===== config.mk =====
export PLATFORM = sky130hd
export DESIGN_NAME = visual_target_pid_two_axis_top
export DESIGN_NICKNAME = d
export VERILOG_FILES = /design/src/rtl/core/vtpid_pkg.sv /design/src/rtl/core/visual_target_pid_two_axis_top.sv /design/src/rtl/core/vtpid_mul.sv /design/src/rtl/core/vtpid_seq.sv /design/src/rtl/core/vtpid_dp.sv
export SDC_FILE = /design/constraint.sdc
export NUM_CORES = 2
export LEC_CHECK = 0
export BUFFER_PORTS_ARGS = -buffer_cell sky130_fd_sc_hd__buf_2
export CAP_MARGIN = 20
export CORE_MARGIN = 3
export CORE_UTILIZATION = 59
export DETAILED_ROUTE_END_ITERATION = 12
export HOLD_SLACK_MARGIN = 0.08
export PLACE_DENSITY = 0.79
export SYNTH_ARGS = -nofsm -noshare
export SYNTH_HDL_FRONTEND = slang
export SYNTH_HIERARCHICAL = 1
export SYNTH_SLANG_ARGS = --single-unit

===== constraint.sdc =====
create_clock -name clk -period 9.2 [get_ports clk]
set_input_delay 0.92 -clock clk [delete_from_list [all_inputs] [get_ports clk]]
set_output_delay 0.92 -clock clk [all_outputs]
set_load 0.05 [all_outputs]

===== src/rtl/core/vtpid_pkg.sv =====
// ----------------------------------------------------------------------------
// vtpid_pkg: shared types and constants for the two-axis visual target PID
// Widths, register indexes, sequencer ops and fixed-point helper functions.
// ----------------------------------------------------------------------------
`default_nettype none

package vtpid_pkg;

  localparam int FRAC_BITS_DEF = 8;

  localparam int COORD_W    = 9;
  localparam int D_W        = 10;
  localparam int H_W        = 12;
  localparam int GAIN_W     = 16;
  localparam int BLEND_W    = 9;
  localparam int CMD_W      = 9;
  localparam int OUT_W      = 24;
  localparam int ERR_W      = 24;
  localparam int INTEG_W    = 32;
  localparam int SUM_W      = 35;
  localparam int ACC_W      = 48;
  localparam int MA_W       = 35;
  localparam int MB_W       = 17;
  localparam int PROD_W     = MA_W + MB_W;
  localparam int WIDE_W     = 56;
  localparam int CFG_IDX_W  = 3;
  localparam int CFG_DATA_W = 16;

  localparam logic [MB_W-1:0]    SMOOTH_NEW = MB_W'(77);
  localparam logic [MB_W-1:0]    SMOOTH_OLD = MB_W'(179);
  localparam logic [BLEND_W-1:0] BLEND_ONE  = BLEND_W'(256);
  localparam logic [COORD_W-1:0] CENTER_X_RST = COORD_W'(160);
  localparam logic [COORD_W-1:0] CENTER_Y_RST = COORD_W'(128);
  localparam int CMD_LIMIT   = 150;
  localparam int INTEG_LIMIT = 10;
  localparam int RND_BLEND   = 8;

  localparam logic [CFG_IDX_W-1:0] CFG_CENTER_X = 3'd0;
  localparam logic [CFG_IDX_W-1:0] CFG_CENTER_Y = 3'd1;
  localparam logic [CFG_IDX_W-1:0] CFG_GAIN_P   = 3'd2;
  localparam logic [CFG_IDX_W-1:0] CFG_GAIN_I   = 3'd3;
  localparam logic [CFG_IDX_W-1:0] CFG_GAIN_D   = 3'd4;
  localparam logic [CFG_IDX_W-1:0] CFG_BLEND    = 3'd5;

  typedef logic signed [WIDE_W-1:0] wide_t;

  typedef enum logic [3:0] {
    OP_ERR,
    OP_CMD,
    OP_DNEW,
    OP_DOLD,
    OP_INT,
    OP_PROP,
    OP_DER,
    OP_HOLD,
    OP_BLEND
  } op_t;

  typedef enum logic [1:0] {
    ST_IDLE,
    ST_RUN,
    ST_DRAIN,
    ST_DONE
  } state_t;

  typedef struct packed {
    logic load_in;
    logic issue;
    op_t  iop;
    logic wb;
    op_t  wop;
    logic axis;
  } ctl_t;

  function automatic wide_t sat_wide(input wide_t v, input int unsigned bits);
    wide_t lim;
    lim = wide_t'(1) << (bits - 1);
    if (v > lim - wide_t'(1)) begin
      return lim - wide_t'(1);
    end else if (v < -lim) begin
      return -lim;
    end
    return v;
  endfunction

  // add half, then floor
  function automatic wide_t rnd_shr(input wide_t v, input int unsigned s);
    return (v + (wide_t'(1) << (s - 1))) >>> s;
  endfunction

endpackage

`default_nettype wire


===== src/rtl/core/visual_target_pid_two_axis_top.sv =====
// ----------------------------------------------------------------------------
// visual_target_pid_two_axis_top: two-axis visual target PID controller
// Per-axis PID on pixel offset times height, with a smoothed derivative,
// a clamped integrator, output blending and a clamped proportional command.
//
// Usage:
//   Input channel (in_*): one request per camera frame, valid/stall.
//   Result channel (out_*): one result per request, valid/stall.
//   Config channel (cfg_*): valid/ready write of register cfg_index, always
//   ready; write only while no request is in flight.
//   Each request runs, from acceptance to the next acceptance, through the
//   accepting cycle, nine products per axis through one shared multiplier,
//   one write-back slot per axis and one load into the output register.
//   The result shows on out_valid once loaded into the output register.
//   The output register holds a finished result while the receiver stalls;
//   a new request is still taken, and a second result waits in the core
//   until the register frees.
//   Reset restores register defaults and clears the per-axis error, derivative, integrator and output history.
// ----------------------------------------------------------------------------
`default_nettype none

module visual_target_pid_two_axis_top import vtpid_pkg::*; #(
  parameter int FRAC_BITS = FRAC_BITS_DEF
) (
  input  logic                    clk,
  input  logic                    rst_n,
  input  logic                    in_valid,
  output logic                    in_stall,
  input  logic [COORD_W-1:0]      in_target_x,
  input  logic [COORD_W-1:0]      in_target_y,
  input  logic                    in_detected,
  input  logic [H_W-1:0]          in_height,
  output logic                    out_valid,
  input  logic                    out_stall,
  output logic signed [OUT_W-1:0] out_pid_x,
  output logic signed [OUT_W-1:0] out_pid_y,
  output logic signed [CMD_W-1:0] out_cmd_x,
  output logic signed [CMD_W-1:0] out_cmd_y,
  input  logic                    cfg_valid,
  output logic                    cfg_ready,
  input  logic [CFG_IDX_W-1:0]    cfg_index,
  input  logic [CFG_DATA_W-1:0]   cfg_data
);

  logic [COORD_W-1:0] center_x_r, center_y_r;
  logic [GAIN_W-1:0]  gain_p_r, gain_i_r, gain_d_r;
  logic [BLEND_W-1:0] blend_r;
  logic [BLEND_W-1:0] bl;

  logic                    out_valid_r;
  logic signed [OUT_W-1:0] out_pid_x_r, out_pid_y_r;
  logic signed [CMD_W-1:0] out_cmd_x_r, out_cmd_y_r;

  ctl_t                    ctl;
  logic                    load_out;
  logic signed [OUT_W-1:0] pid_x, pid_y;
  logic signed [CMD_W-1:0] cmd_x, cmd_y;

  assign cfg_ready = 1'b1;

  always_ff @(posedge clk) begin
    if (!rst_n) begin
      center_x_r <= CENTER_X_RST;
      center_y_r <= CENTER_Y_RST;
      gain_p_r   <= '0;
      gain_i_r   <= '0;
      gain_d_r   <= '0;
      blend_r    <= BLEND_ONE;
    end else if (cfg_valid && cfg_ready) begin
      unique case (cfg_index)
        CFG_CENTER_X: center_x_r <= cfg_data[COORD_W-1:0];
        CFG_CENTER_Y: center_y_r <= cfg_data[COORD_W-1:0];
        CFG_GAIN_P:   gain_p_r   <= cfg_data[GAIN_W-1:0];
        CFG_GAIN_I:   gain_i_r   <= cfg_data[GAIN_W-1:0];
        CFG_GAIN_D:   gain_d_r   <= cfg_data[GAIN_W-1:0];
        CFG_BLEND:    blend_r    <= cfg_data[BLEND_W-1:0];
        default: ;
      endcase
    end
  end

  assign bl = (blend_r > BLEND_ONE) ? BLEND_ONE : blend_r;

  vtpid_seq u_seq (
    .clk       (clk),
    .rst_n     (rst_n),
    .in_valid  (in_valid),
    .out_valid (out_valid_r),
    .out_stall (out_stall),
    .in_stall  (in_stall),
    .load_out  (load_out),
    .ctl       (ctl)
  );

  vtpid_dp #(
    .FRAC_BITS (FRAC_BITS)
  ) u_dp (
    .clk      (clk),
    .rst_n    (rst_n),
    .ctl      (ctl),
    .target_x (in_target_x),
    .target_y (in_target_y),
    .detected (in_detected),
    .height   (in_height),
    .center_x (center_x_r),
    .center_y (center_y_r),
    .gain_p   (gain_p_r),
    .gain_i   (gain_i_r),
    .gain_d   (gain_d_r),
    .bl       (bl),
    .pid_x    (pid_x),
    .pid_y    (pid_y),
    .cmd_x    (cmd_x),
    .cmd_y    (cmd_y)
  );

  always_ff @(posedge clk) begin
    if (!rst_n) begin
      out_valid_r <= 1'b0;
    end else if (load_out) begin
      out_valid_r <= 1'b1;
    end else if (!out_stall) begin
      out_valid_r <= 1'b0;
    end
  end

  // hold the result until the receiver takes it
  always_ff @(posedge clk) begin
    if (load_out) begin
      out_pid_x_r <= pid_x;
      out_pid_y_r <= pid_y;
      out_cmd_x_r <= cmd_x;
      out_cmd_y_r <= cmd_y;
    end
  end

  assign out_valid = out_valid_r;
  assign out_pid_x = out_pid_x_r;
  assign out_pid_y = out_pid_y_r;
  assign out_cmd_x = out_cmd_x_r;
  assign out_cmd_y = out_cmd_y_r;

endmodule

`default_nettype wire


===== src/rtl/core/vtpid_mul.sv =====
// ----------------------------------------------------------------------------
// vtpid_mul: shared signed multiplier
// One signed product per cycle while en is high, registered at the output.
// ----------------------------------------------------------------------------
`default_nettype none

module vtpid_mul import vtpid_pkg::*; (
  input  logic                     clk,
  input  logic                     en,
  input  logic signed [MA_W-1:0]   a,
  input  logic signed [MB_W-1:0]   b,
  output logic signed [PROD_W-1:0] prod
);

  logic signed [PROD_W-1:0] prod_r;

  always_ff @(posedge clk) begin
    if (en) begin
      prod_r <= PROD_W'(a) * PROD_W'(b);
    end
  end

  assign prod = prod_r;

endmodule

`default_nettype wire


===== src/rtl/core/vtpid_seq.sv =====
// ----------------------------------------------------------------------------
// vtpid_seq: step sequencer
// Walks the op list once per axis, with one write-back slot behind each issue.
// ----------------------------------------------------------------------------
`default_nettype none

module vtpid_seq import vtpid_pkg::*; (
  input  logic clk,
  input  logic rst_n,
  input  logic in_valid,
  input  logic out_valid,
  input  logic out_stall,
  output logic in_stall,
  output logic load_out,
  output ctl_t ctl
);

  state_t state_r, state_nxt;
  op_t    op_r, op_nxt;
  op_t    wop_r, wop_nxt;
  logic   axis_r, axis_nxt;
  logic   wb_r, wb_nxt;
  logic   issue;
  logic   load_in;

  always_ff @(posedge clk) begin
    if (!rst_n) begin
      state_r <= ST_IDLE;
      op_r    <= OP_ERR;
      wop_r   <= OP_ERR;
      axis_r  <= 1'b0;
      wb_r    <= 1'b0;
    end else begin
      state_r <= state_nxt;
      op_r    <= op_nxt;
      wop_r   <= wop_nxt;
      axis_r  <= axis_nxt;
      wb_r    <= wb_nxt;
    end
  end

  always_comb begin
    state_nxt = state_r;
    op_nxt    = op_r;
    wop_nxt   = op_r;
    axis_nxt  = axis_r;
    wb_nxt    = 1'b0;
    issue     = 1'b0;
    load_in   = 1'b0;
    load_out  = 1'b0;
    unique case (state_r)
      ST_IDLE: begin
        if (in_valid) begin
          load_in   = 1'b1;
          state_nxt = ST_RUN;
          op_nxt    = OP_ERR;
          axis_nxt  = 1'b0;
        end
      end
      ST_RUN: begin
        issue  = 1'b1;
        wb_nxt = 1'b1;
        if (op_r == OP_BLEND) begin
          state_nxt = ST_DRAIN;
        end else begin
          op_nxt = op_t'(op_r + 4'd1);
        end
      end
      ST_DRAIN: begin
        if (!axis_r) begin
          axis_nxt  = 1'b1;
          op_nxt    = OP_ERR;
          state_nxt = ST_RUN;
        end else begin
          state_nxt = ST_DONE;
        end
      end
      ST_DONE: begin
        if (!out_valid || !out_stall) begin
          load_out  = 1'b1;
          state_nxt = ST_IDLE;
        end
      end
      default: begin
        state_nxt = ST_IDLE;
      end
    endcase
  end

  assign in_stall    = (state_r != ST_IDLE);
  assign ctl.load_in = load_in;
  assign ctl.issue   = issue;
  assign ctl.iop     = op_r;
  assign ctl.wb      = wb_r;
  assign ctl.wop     = wop_r;
  assign ctl.axis    = axis_r;

endmodule

`default_nettype wire


===== src/rtl/core/vtpid_dp.sv =====
// ----------------------------------------------------------------------------
// vtpid_dp: PID datapath
// Operand select into the shared multiplier, write-back and per-axis state.
// ----------------------------------------------------------------------------
`default_nettype none

module vtpid_dp import vtpid_pkg::*; #(
  parameter int FRAC_BITS = FRAC_BITS_DEF
) (
  input  logic                     clk,
  input  logic                     rst_n,
  input  ctl_t                     ctl,
  input  logic [COORD_W-1:0]       target_x,
  input  logic [COORD_W-1:0]       target_y,
  input  logic                     detected,
  input  logic [H_W-1:0]           height,
  input  logic [COORD_W-1:0]       center_x,
  input  logic [COORD_W-1:0]       center_y,
  input  logic [GAIN_W-1:0]        gain_p,
  input  logic [GAIN_W-1:0]        gain_i,
  input  logic [GAIN_W-1:0]        gain_d,
  input  logic [BLEND_W-1:0]       bl,
  output logic signed [OUT_W-1:0]  pid_x,
  output logic signed [OUT_W-1:0]  pid_y,
  output logic signed [CMD_W-1:0]  cmd_x,
  output logic signed [CMD_W-1:0]  cmd_y
);

  localparam wide_t I_LIM = wide_t'(INTEG_LIMIT) << FRAC_BITS;
  localparam wide_t C_LIM = wide_t'(CMD_LIMIT);

  logic signed [D_W-1:0]     d_r [2];
  logic [H_W-1:0]            h_r;
  logic                      det_r;
  logic signed [ERR_W-1:0]   diff_r;
  logic signed [ACC_W-1:0]   acc_r;
  logic signed [SUM_W-1:0]   sum_r;
  logic signed [CMD_W-1:0]   cmd_r [2];
  logic signed [ERR_W-1:0]   prev_err_r [2];
  logic signed [ERR_W-1:0]   prev_d_r [2];
  logic signed [INTEG_W-1:0] integ_r [2];
  logic signed [OUT_W-1:0]   prev_out_r [2];

  logic signed [MA_W-1:0]    mul_a;
  logic signed [MB_W-1:0]    mul_b;
  logic signed [PROD_W-1:0]  prod;
  logic [BLEND_W-1:0]        hold_w;
  logic                      ax;

  wide_t prodw, accw, rf, acc_rnd, integ_base, integ_new, iw, icl, cmd_w;
  logic signed [CMD_W-1:0]   cmd_val;

  assign ax     = ctl.axis;
  assign hold_w = BLEND_ONE - bl;

  vtpid_mul u_mul (
    .clk  (clk),
    .en   (ctl.issue),
    .a    (mul_a),
    .b    (mul_b),
    .prod (prod)
  );

  always_comb begin
    mul_a = '0;
    mul_b = '0;
    unique case (ctl.iop)
      OP_ERR: begin
        mul_a = MA_W'(d_r[ax]);
        mul_b = MB_W'(h_r);
      end
      OP_CMD: begin
        mul_a = MA_W'(d_r[ax]);
        mul_b = MB_W'(gain_p);
      end
      OP_DNEW: begin
        mul_a = MA_W'(diff_r);
        mul_b = SMOOTH_NEW;
      end
      OP_DOLD: begin
        mul_a = MA_W'(prev_d_r[ax]);
        mul_b = SMOOTH_OLD;
      end
      OP_INT: begin
        mul_a = MA_W'(prev_err_r[ax]);
        mul_b = MB_W'(gain_i);
      end
      OP_PROP: begin
        mul_a = MA_W'(prev_err_r[ax]);
        mul_b = MB_W'(gain_p);
      end
      OP_DER: begin
        mul_a = MA_W'(prev_d_r[ax]);
        mul_b = MB_W'(gain_d);
      end
      OP_HOLD: begin
        mul_a = MA_W'(prev_out_r[ax]);
        mul_b = MB_W'(hold_w);
      end
      OP_BLEND: begin
        mul_a = sum_r;
        mul_b = MB_W'(bl);
      end
      default: begin
        mul_a = '0;
        mul_b = '0;
      end
    endcase
  end

  always_comb begin
    prodw      = wide_t'(prod);
    accw       = wide_t'(acc_r);
    rf         = rnd_shr(prodw, FRAC_BITS);
    acc_rnd    = rnd_shr(accw + prodw, RND_BLEND);
    integ_base = (gain_i == '0) ? '0 : wide_t'(integ_r[ax]);
    integ_new  = sat_wide(integ_base + rf, INTEG_W);
    iw         = wide_t'(integ_r[ax]);
    if (iw > I_LIM) begin
      icl = I_LIM;
    end else if (iw < -I_LIM) begin
      icl = -I_LIM;
    end else begin
      icl = iw;
    end
    if (rf > C_LIM) begin
      cmd_w = C_LIM;
    end else if (rf < -C_LIM) begin
      cmd_w = -C_LIM;
    end else begin
      cmd_w = rf;
    end
    if (!det_r) begin
      cmd_val = '0;
    end else if (ax) begin
      cmd_val = CMD_W'(-cmd_w);
    end else begin
      cmd_val = CMD_W'(cmd_w);
    end
  end

  always_ff @(posedge clk) begin
    if (ctl.load_in) begin
      d_r[0] <= $signed({1'b0, target_x}) - $signed({1'b0, center_x});
      d_r[1] <= $signed({1'b0, target_y}) - $signed({1'b0, center_y});
      h_r    <= height;
      det_r  <= detected;
    end
    if (ctl.wb) begin
      case (ctl.wop)
        OP_ERR:  diff_r  <= ERR_W'(prodw - wide_t'(prev_err_r[ax]));
        OP_CMD:  cmd_r[ax] <= cmd_val;
        OP_DNEW: acc_r   <= ACC_W'(prodw);
        OP_PROP: acc_r   <= ACC_W'(rf + icl);
        OP_DER:  sum_r   <= SUM_W'(sat_wide(accw + rf, SUM_W));
        OP_HOLD: acc_r   <= ACC_W'(prodw);
        default: ;
      endcase
    end
  end

  always_ff @(posedge clk) begin
    if (!rst_n) begin
      for (int k = 0; k < 2; k++) begin
        prev_err_r[k] <= '0;
        prev_d_r[k]   <= '0;
        integ_r[k]    <= '0;
        prev_out_r[k] <= '0;
      end
    end else if (ctl.wb) begin
      case (ctl.wop)
        OP_ERR:   prev_err_r[ax] <= ERR_W'(prodw);
        OP_DOLD:  prev_d_r[ax]   <= ERR_W'(sat_wide(acc_rnd, ERR_W));
        OP_INT:   integ_r[ax]    <= INTEG_W'(integ_new);
        OP_BLEND: prev_out_r[ax] <= OUT_W'(sat_wide(acc_rnd, OUT_W));
        default: ;
      endcase
    end
  end

  assign pid_x = prev_out_r[0];
  assign pid_y = prev_out_r[1];
  assign cmd_x = cmd_r[0];
  assign cmd_y = cmd_r[1];

endmodule

`default_nettype wire


# Word-level counts from Yosys, hierarchy flattened
# Memory sizes are Yosys's and may differ from the RTL's. A register that Yosys moved wholly into a read port is not among the register bits.
# Cells that the tools add are included.
[classes] addsub=12 n_mul=1 div_mod_pow=0 n_lt_le_gt_ge=11 n_eq_ne=30 shifts=0 muxes=103 bitwise=0 reduce_logical=33
[ops] operator="$mux W24" count=13
[ops] operator="$pmux W35 S6" count=1
[ops] operator="$mux W32" count=4
[ops] operator="$pmux W16 S8" count=1
[ops] operator="$mux W35" count=3
[ops] operator="$mux W48" count=2
[ops] operator="$pmux W48 S2" count=1
[ops] operator="$reduce_or A24 Y1" count=3
[ops] operator="$mux W1" count=62
[ops] operator="$add A56 B45 Y56" count=1
[ops] operator="$gt A56 B32 Y1 const B" count=1
[ops] operator="$lt A56 B32 Y1 const B" count=1
[ops] operator="$mux W56" count=1
[ops] operator="$add A53 B9 Y54 const B" count=1
[ops] operator="$add A48 B52 Y53" count=1
[ops] operator="$add A52 B9 Y53 const B" count=1
[ops] operator="$mul A35 B17 Y52" count=1
[ops] operator="$add A48 B45 Y49" count=1
[ops] operator="$gt A49 B35 Y1 const B" count=1
[ops] operator="$lt A49 B35 Y1 const B" count=1
[ops] operator="$add A45 B48 Y48" count=1
[ops] operator="$gt A48 B24 Y1 const B" count=1
[ops] operator="$lt A48 B24 Y1 const B" count=1
[ops] operator="$gt A45 B9 Y1 const B" count=1
[ops] operator="other kinds (39)" count=85
[word_totals] ff_bits=260 latch_bits=0 ramBits=246 mem_bits_ro=0 in_bits=55 output_inout_bits=69 wordCells=214 memories=6
[memory_table] memory="u_dp.integ_r" depth=2 width=32 rd=1 rd_ports_with_merged_regs=1 write_ports=2 line_no="vtpid_dp.sv:41" source="logic signed [INTEG_W-1:0] integ_r [2];"
[memory_table] memory="u_dp.prev_d_r" depth=2 width=24 rd=1 rd_ports_with_merged_regs=1 write_ports=2 line_no="vtpid_dp.sv:40" source="logic signed [ERR_W-1:0] prev_d_r [2];"
[memory_table] memory="u_dp.prev_err_r" depth=2 width=24 rd=1 rd_ports_with_merged_regs=1 write_ports=2 line_no="vtpid_dp.sv:39" source="logic signed [ERR_W-1:0] prev_err_r [2];"
[memory_table] memory="u_dp.prev_out_r" depth=2 width=24 rd=3 rd_ports_with_merged_regs=3 write_ports=2 line_no="vtpid_dp.sv:42" source="logic signed [OUT_W-1:0] prev_out_r [2];"
[memory_table] memory="u_dp.d_r" depth=2 width=10 rd=1 rd_ports_with_merged_regs=1 write_ports=2 line_no="vtpid_dp.sv:32" source="logic signed [D_W-1:0] d_r [2];"
[memory_table] memory="u_dp.cmd_r" depth=2 width=9 rd=2 rd_ports_with_merged_regs=2 write_ports=1 line_no="vtpid_dp.sv:38" source="logic signed [CMD_W-1:0] cmd_r [2];"

# Longest topological paths before layout
[depth] depth_word=13 depth_mapped=37 mapped_depth_nobuf=32

# Cells and area by module
# Netlist, hierarchy kept.
[by_module_without_submodules] module="vtpid_dp" instances=1 cells_each=3620 area_each_um2=32523.7 seq_area_each_um2=10990.5
[by_module_without_submodules] module="vtpid_mul" instances=1 cells_each=2358 area_each_um2=21937.3 seq_area_each_um2=1561.5
[by_module_without_submodules] module="visual_target_pid_two_axis_top" instances=1 cells_each=351 area_each_um2=4877.2 seq_area_each_um2=3503.4
[by_module_without_submodules] module="vtpid_seq" instances=1 cells_each=64 area_each_um2=565.5 seq_area_each_um2=240.2

# Worst setup path before layout
# No wires, ideal clock.
[synth_path] path_kind="register to register" start="reg, netlist name u_seq/axis_r" end="reg u_dp.u_mul.prod_r[50] (netlist: u_dp/u_mul/prod[50]), data pin" setup_time_ns=0.269 arrival_ns=8.804 t_required_ns=8.931 path_slack_ns=0.127 path_stages_with_launch=34 path_buffers=9 period_less_slack_ns=9.073 cell_sequence="dfxtp_1 buf_4 clkbuf_1 buf_2 buf_4 buf_1 clkbuf_1 clkbuf_1 buf_1 mux2i_1 nor2_1 a221oi_1 nand2_1 clkbuf_1 and2_1 fa_1 inv_1 fa_1 inv_1 fa_1 fa_1 fa_1 inv_1 fa_1 inv_1 ha_1 and3_1 a221o_2 a211o_1 a21oi_2 o21ai_1 a41oi_2 o31ai_1 xor2_1"
[synth_lines] item="end signal: assignment" line_no="vtpid_mul.sv:19" source="prod_r <= PROD_W'(a) * PROD_W'(b);"
[synth_lines] item="end: declaration" line_no="vtpid_mul.sv:15" source="logic signed [PROD_W-1:0] prod_r;"

# Worst setup path in the final report
[layout_path] start="reg blend_r[8]" end="reg u_dp.u_mul.prod_r[51] (netlist: u_dp/u_mul/prod[51]), data pin"
[layout_via] elab_chain_cells=5
[layout_rtl] item="start: declaration" line_no="visual_target_pid_two_axis_top.sv:47" source="logic [BLEND_W-1:0] blend_r;"
[layout_rtl] item="start signal: assignment" line_no="visual_target_pid_two_axis_top.sv:76" source="CFG_BLEND: blend_r <= cfg_data[BLEND_W-1:0];"
[layout_rtl] item="$gt A9 B9 Y1" line_no="visual_target_pid_two_axis_top.sv:82" source="assign bl = (blend_r > BLEND_ONE) ? BLEND_ONE : blend_r;"
[layout_rtl] item="$mux W9" line_no="visual_target_pid_two_axis_top.sv:82"
[layout_rtl] item="via bl[1]" line_no="visual_target_pid_two_axis_top.sv:48" source="logic [BLEND_W-1:0] bl;"
[layout_rtl] item="$sub A9 B9 Y9" line_no="vtpid_dp.sv:54" source="assign hold_w = BLEND_ONE - bl;"
[layout_rtl] item="$pmux W16 S8" line_no="vtpid_dp.sv:67" source="unique case (ctl.iop)"
[layout_rtl] item="via u_dp.mul_b[7]" line_no="vtpid_dp.sv:45" source="logic signed [MB_W-1:0] mul_b;"
[layout_rtl] item="$mul A35 B17 Y52" line_no="vtpid_mul.sv:19"
# The timed path passes the listed nets, and every way through them passes these cells.
# A chain may end at the register's enable or synchronous reset.

==> out/qor.yml <==
placed_design:
  port_buffers: 122
  hpwl_microns: 138000
  gp_congestion: 0.975
synth:
  synth_edf_count: 484
  synth_seq_cells: 572
  synth_cells: 6393
  async_flop_share_pct: 0
  synth_cell_type_count: 120
  synth_top_area_share_pct: 24.3
  synthFlopType: "edfxtp_1"
  synth_area_sq_um: 59900
  ys_seq_area_share_pct: 27.2
  yosysTopAreaCell: "edfxtp_1"
  synth.avg_cell_area_sq_um: 9.37
  synth_warnings: 6
  synth_area_leaders: "edfxtp_1, fa_1, ha_1, inv_1, nand2_1"
die:
  die_width_microns: 325
  chipHeight_microns: 325
  std_cell_rows: 116
  ios: 124
  core_sq_um: 100000
  initial_core_util_pct: 59.6
  die_area_sq_um: 105000
detailed_routing:
  drc: 0
  wl_microns: 179000
  drt-initial-drc-count: 5801
  antenna_left: 0
  wl_per_cell_microns: 23.0
  drt-vias-per-instance: 6.26
  vias: 48960
  first_pass_iters: 7
timing:
  finalSetupTns_ns: 0
  min_period_over_period_pct: 96.2
  fin_crit_ns: 8.85
  hold_violations: 0
  worst_slew_pin_slew_ns: 1.25
  slew_headroom_pct: 15.9
  fmax_ghz: 0.113
  finalMaxSlewViolations: 0
  grt_setup_unrepaired: "false"
  finalSetupViolCount: 0
  fin_skew_ns: 0.0278
setup_path:
  cpMostUsedCell: "fa_1"
  cp-end-kind: "flip-flop"
  cp_data_required_time_ns: 9.60
  critical_path_class: "flip-flop to flip-flop"
  max_stage_delay_ns: 0.59
  slowest_stage: "fa_1"
  crit_fanout: 35
  crit_path_start_kind: "flip-flop"
  arrival_ns: 9.25
global_routing:
  grt_pass1_wl_microns: 277000
  gr-total-overflow: 0
  grt_pass1_vias: 48600
  antenna_found_initial: 3
  grt_usage_pct: 33.4
  grt_max_degree: 71
finish:
  fill_cells: 8038
  drive_gt1_share_pct: 8.41
  layout.nets: 7422
  regArea_sq_um: 16300
  area_growth_pct: 7.11
  multi_input_area_sq_um: 39400
clock_network:
  cts_root_buffer: "clkbuf_16"
  cts_buffer_depth: 3
  cts_buffers: 61
  cts_num_sinks: 572
  clkLatencyLatePin_ns: 0.68
  path_clk_slew_ns: 0.07
  post_cts_buffers: 0
  cts_tree: "done"
  cts_max_level: 2
outcome:
  status: "finished, final reports clean"
run:
  maxCapViolations: 0
min_path:
  holdCritPathClass: "flip-flop to flip-flop"
[synth_stat cells, types with 65 or more instances]
library cell	instances
a21o_1	165
a21oi_1	501
and2_1	295
and3_1	82
clkbuf_1	244
dfxtp_1	88
edfxtp_1	484
fa_1	572
ha_1	395
inv_1	781
mux2_2	69
mux2i_1	145
nand2_1	700
nand3_1	100
nand4_1	70
nor2_1	314
nor2b_1	65
nor3_1	89
o21ai_0	191
xnor2_1	193
xor2_1	104
[metal layers]
| layer | up-vias | track usage [%] | part of all wire (%) |
|---|---|---|---|
| li1 | 21829 | - | - |
| met2 | 2791 | 53.2 | 46 |
| met3 | 571 | 6.43 | 10 |
| met1 | 23769 | 43.8 | 38 |
| met4 | 0 | 17.2 | 6.1 |
| met5 | - | 0 | 0 |
[placed cells by master, fill, tap and decap left out, types with 20 or more instances in the layout]
cell	count
xor2_1	104
dfxtp_1	86
a222oi_1	36
or3_1	31
mux2_2	69
a21o_1	165
a21oi_1	501
edfxtp_1	484
and2_1	295
and4_1	20
a211oi_1	28
o21ai_0	188
nand2_1	699
inv_1	781
buf_4	125
nor4_1	41
o21bai_1	30
nand4_1	70
xnor2_1	193
nand2b_1	57
nand3_1	100
mux2i_1	145
or2_2	22
fa_1	572
and3_1	82
buf_2	121
nor2_1	308
nor3_1	87
o211ai_1	24
ha_1	395
nor2b_1	64
clkbuf_16	62
o21a_1	30
a31oi_1	32
[path summary, 6_finish.rpt]
kind                                                 start  cells past startpoint  slack (ns)                             to
worst min-delay path            u_dp/cmd_r[1][3]$_DFFE_PP_                      0        0.41         out_cmd_y[3]$_DFFE_PP_
worst max-delay path               blend_r[8]$_SDFFE_PN1P_                     30        0.35  u_dp/u_mul/prod[51]$_DFFE_PP_
worst max register to register     blend_r[8]$_SDFFE_PN1P_                     30        0.35  u_dp/u_mul/prod[51]$_DFFE_PP_
worst min register to register  u_dp/cmd_r[1][3]$_DFFE_PP_                      0        0.41         out_cmd_y[3]$_DFFE_PP_
[what timing repair did]
item,in CTS,in global routing
resized for setup,0,5
hold buffers,0,0
endpoints found under the setup margin,0,3
[kinds of logic (layout without fill, tap and decap cells)]
family          count (synthesis)  count (layout)  share of synthesized area, %
simple gates                 1958            1958                          16.3
compound gates               1266            1266                          13.6
buf+inv                      1106            1159                          7.20
fa+ha+maj                     972             972                          27.4
flops                         572             572                          27.2
xor+xnor                      301             301                          4.47
mux                           216             216                          3.76
other cells                     2              14                        0.0125
[metrics by stage]
stage	setup WS (ns)	cells	hold slack (ns)	util, %	instance area (sq um)
2_1_floorplan	0.127	6400	0.400	-	59900
3_3_place_gp	0.666	7690	0.403	61.7	62000
3_5_place_dp	0.410	7690	0.405	61.7	62000
4_1_cts	0.347	7806	0.389	63.8	64000
5_1_grt	0.0160	7810	0.400	63.9	64200
6_report	0.349	7815	0.413	63.9	64200
[state kept, by name (all words and copies together) (netlist names), 9 cells and up]
name and cells:
blend_r 9, u_dp/sum_r 35, u_dp/cmd_r 18, u_dp/acc_r 48
u_dp/d_r 20, u_dp/u_mul/prod 52, out_pid_y 24, u_dp/prev_d_r 48
u_dp/diff_r 24, u_dp/prev_out_r 48, u_dp/integ_r 64, out_cmd_x 9
gain_d_r 16, out_cmd_y 9, u_dp/prev_err_r 48, center_y_r 9
gain_i_r 16, u_dp/h_r 12, center_x_r 9, gain_p_r 16
out_pid_x 24
[worst max-delay path, delay by kind of cell (launching register included)]
kind                     cells  cell delay, ns
buffers and inverters        5            0.43
adder cells (fa/ha/maj)      7            3.54
AO/OA/AOI/OAI                9            1.89
flip-flops                   1            0.42
XOR/XNOR                     2            0.26
AND/OR/NAND/NOR              7            2.01
[final cells by class]
type                       count  area share [%]
antenna                        5          0.0195
clock buffer                  77            2.60
clock inverter                39           0.620
inverter                     790            4.63
multi-input combinational   4722            61.4
sequential                   572            25.4
tap                         1357            2.65
timing repair buffer         253            2.63
Power is left out: the tool's default activity adds up to more than one toggle a clock period on the data nets, which glitch-free logic cannot reach.
